===== src/sv/brdm_pkg.sv =====
package brdm_pkg;

  // Default sizes of the macro store and the profile ring.
  localparam int MACRO_DEPTH_DEF   = 32;
  localparam int PROFILE_COUNT_DEF = 3;

  // Reset values of the configuration registers.
  localparam logic [15:0] DEBOUNCE_RST = 16'd200;
  localparam logic [15:0] LONG_PRESS_RST = 16'd700;
  localparam logic [15:0] GAP_MAX_RST = 16'd2000;

  // Register indexes on the configuration port (byte address is 4 times the index).
  localparam logic [1:0] REG_DEBOUNCE = 2'd0;
  localparam logic [1:0] REG_LONG_PRESS = 2'd1;
  localparam logic [1:0] REG_GAP_MAX = 2'd2;

  // Button numbers.
  localparam logic [2:0] BTN_VIEW = 3'd3;
  localparam logic [2:0] BTN_JOY = 3'd4;

  // Gap saturation value for recorded steps.
  localparam logic [15:0] GAP_SAT = 16'hFFFF;

  // Result kinds.
  localparam logic [1:0] KIND_FLIGHT = 2'd0;
  localparam logic [1:0] KIND_PROFILE = 2'd1;
  localparam logic [1:0] KIND_REC_START = 2'd2;
  localparam logic [1:0] KIND_REC_STOP = 2'd3;

  typedef struct packed {
    logic [2:0]  button;
    logic        released;
    logic [31:0] now_ms;
  } in_beat_t;

  typedef struct packed {
    logic [1:0]  kind;
    logic [1:0]  command_id;
    logic [1:0]  profile;
    logic [15:0] delay_ms;
    logic        last;
  } out_beat_t;

  // One stored macro step.
  typedef struct packed {
    logic [1:0]  id;
    logic [15:0] gap;
  } step_t;

  typedef enum logic [2:0] {
    ST_IDLE,
    ST_DECIDE,
    ST_COMMIT,
    ST_RPL_READ,
    ST_RPL_PUT
  } state_t;

  // Commands from the controller to the datapath.
  typedef struct packed {
    logic load_item;
    logic commit;
    logic rpl_start;
    logic put_step;
  } cmd_t;

  // Status from the datapath to the controller.
  typedef struct packed {
    logic btn_valid;
    logic is_joy;
    logic released;
    logic pass;
    logic recording;
    logic macro_empty;
    logic rpl_last;
    logic out_free;
  } sts_t;

endpackage


===== src/sv/brdm_ctrl.sv =====
module brdm_ctrl (
  input  logic            clk,
  input  logic            rst,
  input  logic            in_valid,
  output logic            in_stall,
  input  brdm_pkg::sts_t  sts,
  output brdm_pkg::cmd_t  cmd
);
  import brdm_pkg::*;

  state_t state;
  state_t state_next;

  // State register.
  always_ff @(posedge clk) begin
    if (rst) begin
      state <= ST_IDLE;
    end else begin
      state <= state_next;
    end
  end

  // Next state.
  always_comb begin
    state_next = state;
    unique case (state)
      ST_IDLE: begin
        if (in_valid) state_next = ST_DECIDE;
      end
      ST_DECIDE: begin
        state_next = ST_IDLE;
        if (sts.btn_valid) begin
          if (sts.is_joy) begin
            if (!sts.released || sts.pass) begin
              state_next = ST_COMMIT;
            end else if (!sts.recording && !sts.macro_empty) begin
              state_next = ST_RPL_READ;
            end
          end else if (!sts.released && sts.pass) begin
            state_next = ST_COMMIT;
          end
        end
      end
      ST_COMMIT: begin
        if (sts.out_free) state_next = ST_IDLE;
      end
      ST_RPL_READ: begin
        state_next = ST_RPL_PUT;
      end
      ST_RPL_PUT: begin
        if (sts.out_free && sts.rpl_last) state_next = ST_IDLE;
      end
      default: state_next = ST_IDLE;
    endcase
  end

  // Outputs.
  always_comb begin
    cmd      = '0;
    in_stall = 1'b1;
    unique case (state)
      ST_IDLE: begin
        in_stall      = 1'b0;
        cmd.load_item = in_valid;
      end
      ST_DECIDE: begin
        cmd.rpl_start = sts.btn_valid && sts.is_joy && sts.released && !sts.pass &&
                        !sts.recording && !sts.macro_empty;
      end
      ST_COMMIT: begin
        cmd.commit = sts.out_free;
      end
      ST_RPL_READ: begin
        cmd = '0;
      end
      ST_RPL_PUT: begin
        cmd.put_step = sts.out_free;
      end
      default: cmd = '0;
    endcase
  end

  // A replay only runs over a non-empty store while not recording.
  a_replay_legal: assert property (@(posedge clk) disable iff (rst)
    (state == ST_RPL_PUT) |-> (!sts.recording && !sts.macro_empty))
    else $error("replay running while recording or with an empty store");

  // A step is only put out after its read cycle or after the previous step.
  a_replay_order: assert property (@(posedge clk) disable iff (rst)
    (state == ST_RPL_PUT) |-> ($past(state) == ST_RPL_READ || $past(state) == ST_RPL_PUT))
    else $error("replay output without a preceding read");

  // Commands are mutually exclusive.
  a_cmd_onehot: assert property (@(posedge clk) disable iff (rst)
    $onehot0(cmd))
    else $error("more than one datapath command at once");

endmodule


===== src/sv/brdm_datapath.sv =====
module brdm_datapath #(
  parameter int MACRO_DEPTH   = brdm_pkg::MACRO_DEPTH_DEF,
  parameter int PROFILE_COUNT = brdm_pkg::PROFILE_COUNT_DEF
) (
  input  logic                clk,
  input  logic                rst,
  input  brdm_pkg::in_beat_t  in_data,
  output brdm_pkg::out_beat_t out_data,
  output logic                out_valid,
  input  logic                out_stall,
  input  logic [15:0]         debounce_ms,
  input  logic [15:0]         hold_min_ms,
  input  logic [15:0]         replay_gap_max_ms,
  input  brdm_pkg::cmd_t      cmd,
  output brdm_pkg::sts_t      sts
);
  import brdm_pkg::*;

  localparam int IDX_W = (MACRO_DEPTH > 1) ? $clog2(MACRO_DEPTH) : 1;
  localparam int LEN_W = $clog2(MACRO_DEPTH + 1);
  localparam logic [LEN_W-1:0] DEPTH_L = LEN_W'(MACRO_DEPTH);
  localparam logic [2:0] PROF_CNT = 3'(PROFILE_COUNT);
  localparam logic [1:0] PROF_RST = 2'(1 % PROFILE_COUNT);

  // Latched input item.
  in_beat_t item;

  // Event state.
  logic [31:0]      last_accept_time [4];
  logic [1:0]       profile_index;
  logic             recording;
  logic [LEN_W-1:0] macro_length;
  logic [31:0]      record_last_time;
  logic [31:0]      joy_press_time;

  // Macro store and replay read side.
  step_t            macro_steps [MACRO_DEPTH];
  step_t            rd_step;
  logic [IDX_W-1:0] rpl_idx;
  logic [IDX_W-1:0] rd_addr;

  // Event decode and the shared time compare.
  logic        btn_valid;
  logic        is_joy;
  logic [31:0] ref_time;
  logic [15:0] thresh;
  logic [31:0] elapsed;
  logic        pass;
  logic [31:0] gap_full;
  logic [15:0] gap_sat;
  logic        store_ok;
  logic [1:0]  profile_next;
  logic        emits;
  logic        out_free;
  logic        out_load;
  out_beat_t   beat;
  logic [15:0] rpl_delay;
  logic        rpl_last;

  // Capture the accepted item.
  always_ff @(posedge clk) begin
    if (cmd.load_item) item <= in_data;
  end

  assign btn_valid = (item.button <= BTN_JOY);
  assign is_joy    = (item.button == BTN_JOY);
  assign ref_time  = is_joy ? joy_press_time : last_accept_time[item.button[1:0]];
  assign thresh    = is_joy ? hold_min_ms : debounce_ms;
  assign elapsed   = item.now_ms - ref_time;
  assign pass      = (elapsed >= {16'd0, thresh});

  // Recording gap, saturated to 16 bits.
  assign gap_full = item.now_ms - record_last_time;
  assign gap_sat  = (|gap_full[31:16]) ? GAP_SAT : gap_full[15:0];
  assign store_ok = recording && (macro_length < DEPTH_L);

  assign profile_next = ((3'(profile_index) + 3'd1) == PROF_CNT) ? 2'd0
                                                                  : profile_index + 2'd1;

  // Event state update on commit.
  always_ff @(posedge clk) begin
    if (rst) begin
      for (int i = 0; i < 4; i++) last_accept_time[i] <= '0;
      profile_index    <= PROF_RST;
      recording        <= 1'b0;
      macro_length     <= '0;
      record_last_time <= '0;
      joy_press_time   <= '0;
    end else if (cmd.commit) begin
      if (is_joy) begin
        if (!item.released) begin
          joy_press_time <= item.now_ms;
        end else begin
          recording <= !recording;
          if (!recording) begin
            macro_length     <= '0;
            record_last_time <= item.now_ms;
          end
        end
      end else begin
        last_accept_time[item.button[1:0]] <= item.now_ms;
        if (item.button == BTN_VIEW) begin
          profile_index <= profile_next;
        end else if (store_ok) begin
          macro_length     <= macro_length + LEN_W'(1);
          record_last_time <= item.now_ms;
        end
      end
    end
  end

  // Replay index walks the store one step per delivered beat.
  always_ff @(posedge clk) begin
    if (rst) begin
      rpl_idx <= '0;
    end else if (cmd.rpl_start) begin
      rpl_idx <= '0;
    end else if (cmd.put_step) begin
      rpl_idx <= rpl_idx + IDX_W'(1);
    end
  end

  // Read one entry ahead so that a step can go out every cycle while the output is not stalled.
  assign rd_addr  = cmd.put_step ? rpl_idx + IDX_W'(1) : rpl_idx;
  assign rpl_last = ((LEN_W'(rpl_idx) + LEN_W'(1)) == macro_length);

  // Macro store: one write port, one registered read port.
  always_ff @(posedge clk) begin
    if (cmd.commit && !is_joy && item.button != BTN_VIEW && store_ok) begin
      macro_steps[macro_length[IDX_W-1:0]] <= '{id: item.button[1:0], gap: gap_sat};
    end
    rd_step <= macro_steps[rd_addr];
  end

  assign rpl_delay = (rd_step.gap > replay_gap_max_ms) ? replay_gap_max_ms : rd_step.gap;

  // Result beat for the current command.
  always_comb begin
    beat      = '0;
    beat.last = 1'b1;
    emits     = 1'b1;
    if (cmd.put_step) begin
      beat.kind       = KIND_FLIGHT;
      beat.command_id = rd_step.id;
      beat.delay_ms   = rpl_delay;
      beat.last       = rpl_last;
    end else if (is_joy) begin
      emits     = item.released;
      beat.kind = recording ? KIND_REC_STOP : KIND_REC_START;
    end else if (item.button == BTN_VIEW) begin
      beat.kind    = KIND_PROFILE;
      beat.profile = profile_next;
    end else begin
      beat.kind       = KIND_FLIGHT;
      beat.command_id = item.button[1:0];
    end
  end

  // Output register.
  assign out_free = !out_valid || !out_stall;
  assign out_load = cmd.put_step || (cmd.commit && emits);

  always_ff @(posedge clk) begin
    if (rst) begin
      out_valid <= 1'b0;
    end else if (out_load) begin
      out_valid <= 1'b1;
    end else if (!out_stall) begin
      out_valid <= 1'b0;
    end
  end

  always_ff @(posedge clk) begin
    if (out_load) out_data <= beat;
  end

  assign sts = '{btn_valid:   btn_valid,
                 is_joy:      is_joy,
                 released:    item.released,
                 pass:        pass,
                 recording:   recording,
                 macro_empty: (macro_length == '0),
                 rpl_last:    rpl_last,
                 out_free:    out_free};

  // A new beat never overwrites one that is still waiting.
  a_no_overwrite: assert property (@(posedge clk) disable iff (rst)
    out_load |-> out_free)
    else $error("result beat overwritten while stalled");

  // The store fill never passes its depth.
  a_length_bound: assert property (@(posedge clk) disable iff (rst)
    macro_length <= DEPTH_L)
    else $error("macro length beyond store depth");

  // Starting a recording leaves an empty store.
  a_rec_clears: assert property (@(posedge clk) disable iff (rst)
    $rose(recording) |-> (macro_length == '0))
    else $error("recording started with a non-empty store");

  // The profile stays inside its ring.
  a_profile_bound: assert property (@(posedge clk) disable iff (rst)
    3'(profile_index) < PROF_CNT)
    else $error("profile index out of range");

endmodule


===== src/sv/button_debounce_macro_recorder.sv =====
// Button event processor with per-button debounce and a macro recorder. Each
// input beat is one button edge; a flight or view press yields one result beat,
// a long joystick hold toggles recording on release, and a short joystick click
// replays the stored macro as one beat per step, the last one marked by last.
// The block takes one event at a time. An event that is ignored or rejected
// returns to accepting from the decide state, a joystick press or an event that
// gives a single result from the commit state once the output register is free,
// and a replay from its put state after a read state; the replay pace of one
// step per cycle while the output is not stalled is set by the single read port
// of the macro store, which is read one entry ahead of the output register. A
// result waiting in the output register does not hold off the next input beat.
// Configuration registers sit at byte addresses 0 (debounce), 4 (long press) and
// 8 (replay gap clamp) and should only be written while the block is idle.
module button_debounce_macro_recorder #(
  parameter int MACRO_DEPTH   = brdm_pkg::MACRO_DEPTH_DEF,
  parameter int PROFILE_COUNT = brdm_pkg::PROFILE_COUNT_DEF
) (
  input  logic                clk,
  input  logic                rst,
  input  logic                in_valid,
  output logic                in_stall,
  input  brdm_pkg::in_beat_t  in_data,
  output logic                out_valid,
  input  logic                out_stall,
  output brdm_pkg::out_beat_t out_data,
  input  logic                psel,
  input  logic                penable,
  input  logic                pwrite,
  input  logic [3:0]          paddr,
  input  logic [31:0]         pwdata,
  output logic [31:0]         prdata,
  output logic                pready
);
  import brdm_pkg::*;

  logic [15:0] debounce_ms;
  logic [15:0] hold_min_ms;
  logic [15:0] replay_gap_max_ms;
  logic [1:0]  reg_idx;
  logic        cfg_write;
  cmd_t        cmd;
  sts_t        sts;

  assign pready    = 1'b1;
  assign reg_idx   = paddr[3:2];
  assign cfg_write = psel && penable && pwrite && pready;

  // Configuration registers.
  always_ff @(posedge clk) begin
    if (rst) begin
      debounce_ms       <= DEBOUNCE_RST;
      hold_min_ms       <= LONG_PRESS_RST;
      replay_gap_max_ms <= GAP_MAX_RST;
    end else if (cfg_write) begin
      unique case (reg_idx)
        REG_DEBOUNCE:   debounce_ms       <= pwdata[15:0];
        REG_LONG_PRESS: hold_min_ms       <= pwdata[15:0];
        REG_GAP_MAX:    replay_gap_max_ms <= pwdata[15:0];
        default:        ;
      endcase
    end
  end

  // Register read-back.
  always_comb begin
    unique case (reg_idx)
      REG_DEBOUNCE:   prdata = {16'd0, debounce_ms};
      REG_LONG_PRESS: prdata = {16'd0, hold_min_ms};
      REG_GAP_MAX:    prdata = {16'd0, replay_gap_max_ms};
      default:        prdata = '0;
    endcase
  end

  brdm_ctrl u_ctrl (
    .clk      (clk),
    .rst      (rst),
    .in_valid (in_valid),
    .in_stall (in_stall),
    .sts      (sts),
    .cmd      (cmd)
  );

  brdm_datapath #(
    .MACRO_DEPTH   (MACRO_DEPTH),
    .PROFILE_COUNT (PROFILE_COUNT)
  ) u_datapath (
    .clk               (clk),
    .rst               (rst),
    .in_data           (in_data),
    .out_data          (out_data),
    .out_valid         (out_valid),
    .out_stall         (out_stall),
    .debounce_ms       (debounce_ms),
    .hold_min_ms       (hold_min_ms),
    .replay_gap_max_ms (replay_gap_max_ms),
    .cmd               (cmd),
    .sts               (sts)
  );

endmodule

===== config.mk =====
export PLATFORM = sky130hd
export DESIGN_NAME = button_debounce_macro_recorder
export DESIGN_NICKNAME = d
export VERILOG_FILES = /design/src/sv/brdm_pkg.sv /design/src/sv/brdm_ctrl.sv /design/src/sv/brdm_datapath.sv /design/src/sv/button_debounce_macro_recorder.sv
export SDC_FILE = /design/constraint.sdc
export NUM_CORES = 1
export LEC_CHECK = 0
export ABC_CLOCK_PERIOD_IN_PS = 7490
export BUFFER_PORTS_ARGS = -buffer_cell sky130_fd_sc_hd__buf_2
export CAP_MARGIN = 20
export CORE_ASPECT_RATIO = 0.5
export CORE_MARGIN = 2
export CORE_UTILIZATION = 50
export DETAILED_ROUTE_END_ITERATION = 10
export GPL_TIMING_DRIVEN = 1
export PLACE_DENSITY = 0.66
export SETUP_SLACK_MARGIN = 0.3
export SYNTH_ARGS = -nofsm -noshare
export SYNTH_HDL_FRONTEND = slang
export SYNTH_SLANG_ARGS = --single-unit

===== constraint.sdc =====
create_clock -name clk -period 7.49 [get_ports clk]
set_clock_uncertainty 0.2 [all_clocks]
set_input_delay 1.1235 -clock clk [delete_from_list [all_inputs] [get_ports clk]]
set_output_delay 1.1235 -clock clk [all_outputs]
set_load 0.05 [all_outputs]

==> flow_summary.yaml <==
status:
  status: "finished, final reports clean"
global_route:
  grt_overflow: 0
  grt_pass1_vias: 23000
  track_usage: 0.239
  grt_antenna_before_repair: 13
  grt_pass1_wl_mm: 146
  grt_max_degree: 83
synthesis:
  yosysMostFrequentCell: "edfxtp_1"
  syn_area_um2: 40400
  syn_avg_cell_area_um2: 14.5
  ys_top_cells_by_area: "edfxtp_1 57%, mux4_2 12%, dfxtp_1 7.4%"
  yosys.area.top_type_share: 0.567
  ys_top_cells_by_count: "763 x edfxtp_1, 351 x nand2_1, 218 x nor2_1"
  synth-seq-cells: 913
  ys_seq_area_frac: 0.641
  synth_warnings: 0
  async_flop_share: 0
  synth_edf_count: 763
  synth_flop_cell: "edfxtp_1"
  synth_cell_types: 82
  yosysTopAreaCell: "edfxtp_1"
  syn_inst: 2796
critical_path:
  critical_path.startpoint: "u_datapath.item[35]"
  critPathKind: "reg2reg"
  worstRegToRegCells: 20
  start_kind: "flop"
  cp.required_ps: 7810
  end_kind: "flop"
  r2r-end: "u_datapath.rpl_idx[4]"
  cp_max_fo: 23
  regToRegSetupSlack_ps: 1200
  arrival_ps: 6610
  rr_startpoint: "u_datapath.item[35]"
  crit_end: "u_datapath.rpl_idx[4]"
power_and_ir_drop:
  pwr-share-comb: 0.102
  p_int_mw: 8.48
  max-vdd-ir-drop_mv: 0.160
  power.density_nw_per_um2: 247
  netSwitchingFraction: 0.242
  seq_power_share: 0.501
  power.switching_mw: 2.71
  p_clk_frac: 0.397
  p_total_mw: 11.2
  power_leakage_nw: 13.7
worst_hold_path:
  hold_path_class: "reg2reg"
clock_tree:
  postCtsSetupRepairBufs: 0
  holdBufCountCts: 0
  root_buffer: "clkbuf_16"
  cts_tree: "yes"
  cts-htree-levels: 3
  cts_resized: 0
  cts.sinks: 913
  clkTransAtPathRegs_ps: 70
  clock_latency_ps: 670
  numCtsBuffers: 80
  cts_buffer_depth: 3
floorplanning:
  die_w_um: 406
  die_h_um: 205
  row_count: 73
  pin_count: 137
  dieArea_um2: 83300
  core-area_um2: 79700
  initial_utilization: 0.507
routing:
  routedWlPerCell_um: 24.4
  num_vias: 23900
  drc_errors: 0
  first_pass_iters: 6
  ant_nets: 0
  drt_iter0_drc: 2721
  wirelength_mm: 99.1
  vias_per_cell: 5.87
timing:
  timing.setup.tns_ps: 0
  setup_viol: 0
  worst_slew_pin_slew_ps: 1070
  hold_violations: 0
  timing.final.crit_period_ps: 6290
  timing.hold.ws_ps: 252
  finalMaxSlewViolations: 0
  slew_headroom: 0.282
  rsz0062_at_grt: "false"
  timing.fmax_ghz: 0.159
  period_share: 0.840
placed_design:
  hpwlAfterDp_mm: 61.1
  numPortBuffers: 101
  place.gp.congestion: 0.891
finish:
  fin_nets: 3093
  syn_to_final_growth_pct: 11.9
  drive_gt1_frac: 0.201
run:
  drv_cap: 0
power by group through the flow:
stage | clock network [mW] | registers [mW] | logic, mW
2_1_floorplan | 0 | 5.70 | 0.819
3_3_place_gp | 0 | 5.71 | 1.12
6_report | 4.44 | 5.60 | 1.14
5_1_grt | 4.69 | 5.60 | 1.25
3_5_place_dp | 0 | 5.71 | 1.13
4_1_cts | 4.51 | 5.60 | 1.13
through the flow:
step                setup WS [ps]  area (µm²)  cells   util
floorplan                    1430       40500   2811      -
global placement             1260       42400   3914  0.532
detailed placement           1260       42400   3914  0.532
CTS                          1240       45200   4061  0.567
global route                  851       45200   4069  0.567
finish                       1200       45200   4069  0.567
registers in the layout, indices dropped and copies added (netlist names), 2 cells and up, named ones only:
| signal | count |
|---|---|
| u_datapath.rpl_idx | 5 |
| u_datapath.out_data | 23 |
| replay_gap_max_ms | 16 |
| u_datapath.macro_steps | 576 |
| u_datapath.record_last_time | 32 |
| debounce_ms | 16 |
| u_datapath.profile_index | 2 |
| u_ctrl.state | 3 |
| u_datapath.rd_step | 18 |
| hold_min_ms | 16 |
| u_datapath.last_accept_time | 128 |
| u_datapath.joy_press_time | 32 |
| u_datapath.item | 35 |
| u_datapath.macro_length | 6 |
metal layers:
layer | track usage | part of all wire
met1 | 0.344 | 0.44
met3 | 0.0379 | 0.065
met2 | 0.378 | 0.47
met5 | 0 | 0.00013
met4 | 0.0742 | 0.028
critical path, cell delays in order, from the launching register on:
cell and delay [ps]:
edfxtp_1 430, or3b_4 500, buf_4 460, mux2i_1 300, ha_1 300, and3_1 160
a211oi_1 270, and2_1 230, o31a_1 350, o21ai_0 170, xor2_1 160, ha_1 320
nand4_1 110, nor3_1 90, a221oi_1 290, o2111ai_1 170, nor4_1 270, o2111a_1 220
nand4_1 290, nor4_2 720, nor3_1 100
placed cells by master (no fill, tap or decap), types with 100 or more instances in the layout:
cell      count
buf_2       100
dfxtp_1     149
inv_1       100
nand2_1     351
nor2_1      184
ha_1        101
a21oi_1     177
edfxtp_1    763
mux4_2      212
worst min path at each step:
stage | startpoint | endpoint | cells after the start
2_1_floorplan | u_datapath.record_last_time[10] | u_datapath.record_last_time[10] | 2
3_3_place_gp | u_datapath.record_last_time[25] | u_datapath.record_last_time[25] | 2
3_5_place_dp | u_datapath.record_last_time[22] | u_datapath.record_last_time[22] | 2
4_1_cts | u_datapath.record_last_time[9] | u_datapath.record_last_time[9] | 2
5_1_grt | u_datapath.joy_press_time[13] | u_datapath.joy_press_time[13] | 2
6_report | u_datapath.record_last_time[22] | u_datapath.record_last_time[22] | 2
cells by family (layout without fill, tap and decap cells):
family          after synthesis  count (layout)  synth area share
flops                       913             913             0.641
simple gates                752             752            0.0819
compound gates              400             400            0.0604
mux                         317             317             0.145
buf+inv                     259             424            0.0277
fa+ha+maj                   103             103            0.0323
xor+xnor                     50              50            0.0115
other cells                   2              23          0.000186
layout make-up:
class	count	area, µm²
Tap cell	1087	1360
Clock buffer	100	2130
Timing Repair Buffer	177	1120
Sequential cell	913	25900
Inverter	100	375
Multi-Input combinational cell	1639	13600
Fill cell	6217	34500
Clock inverter	47	682
Antenna cell	6	15.0
Note: power is estimated with default switching activity, not from simulation.
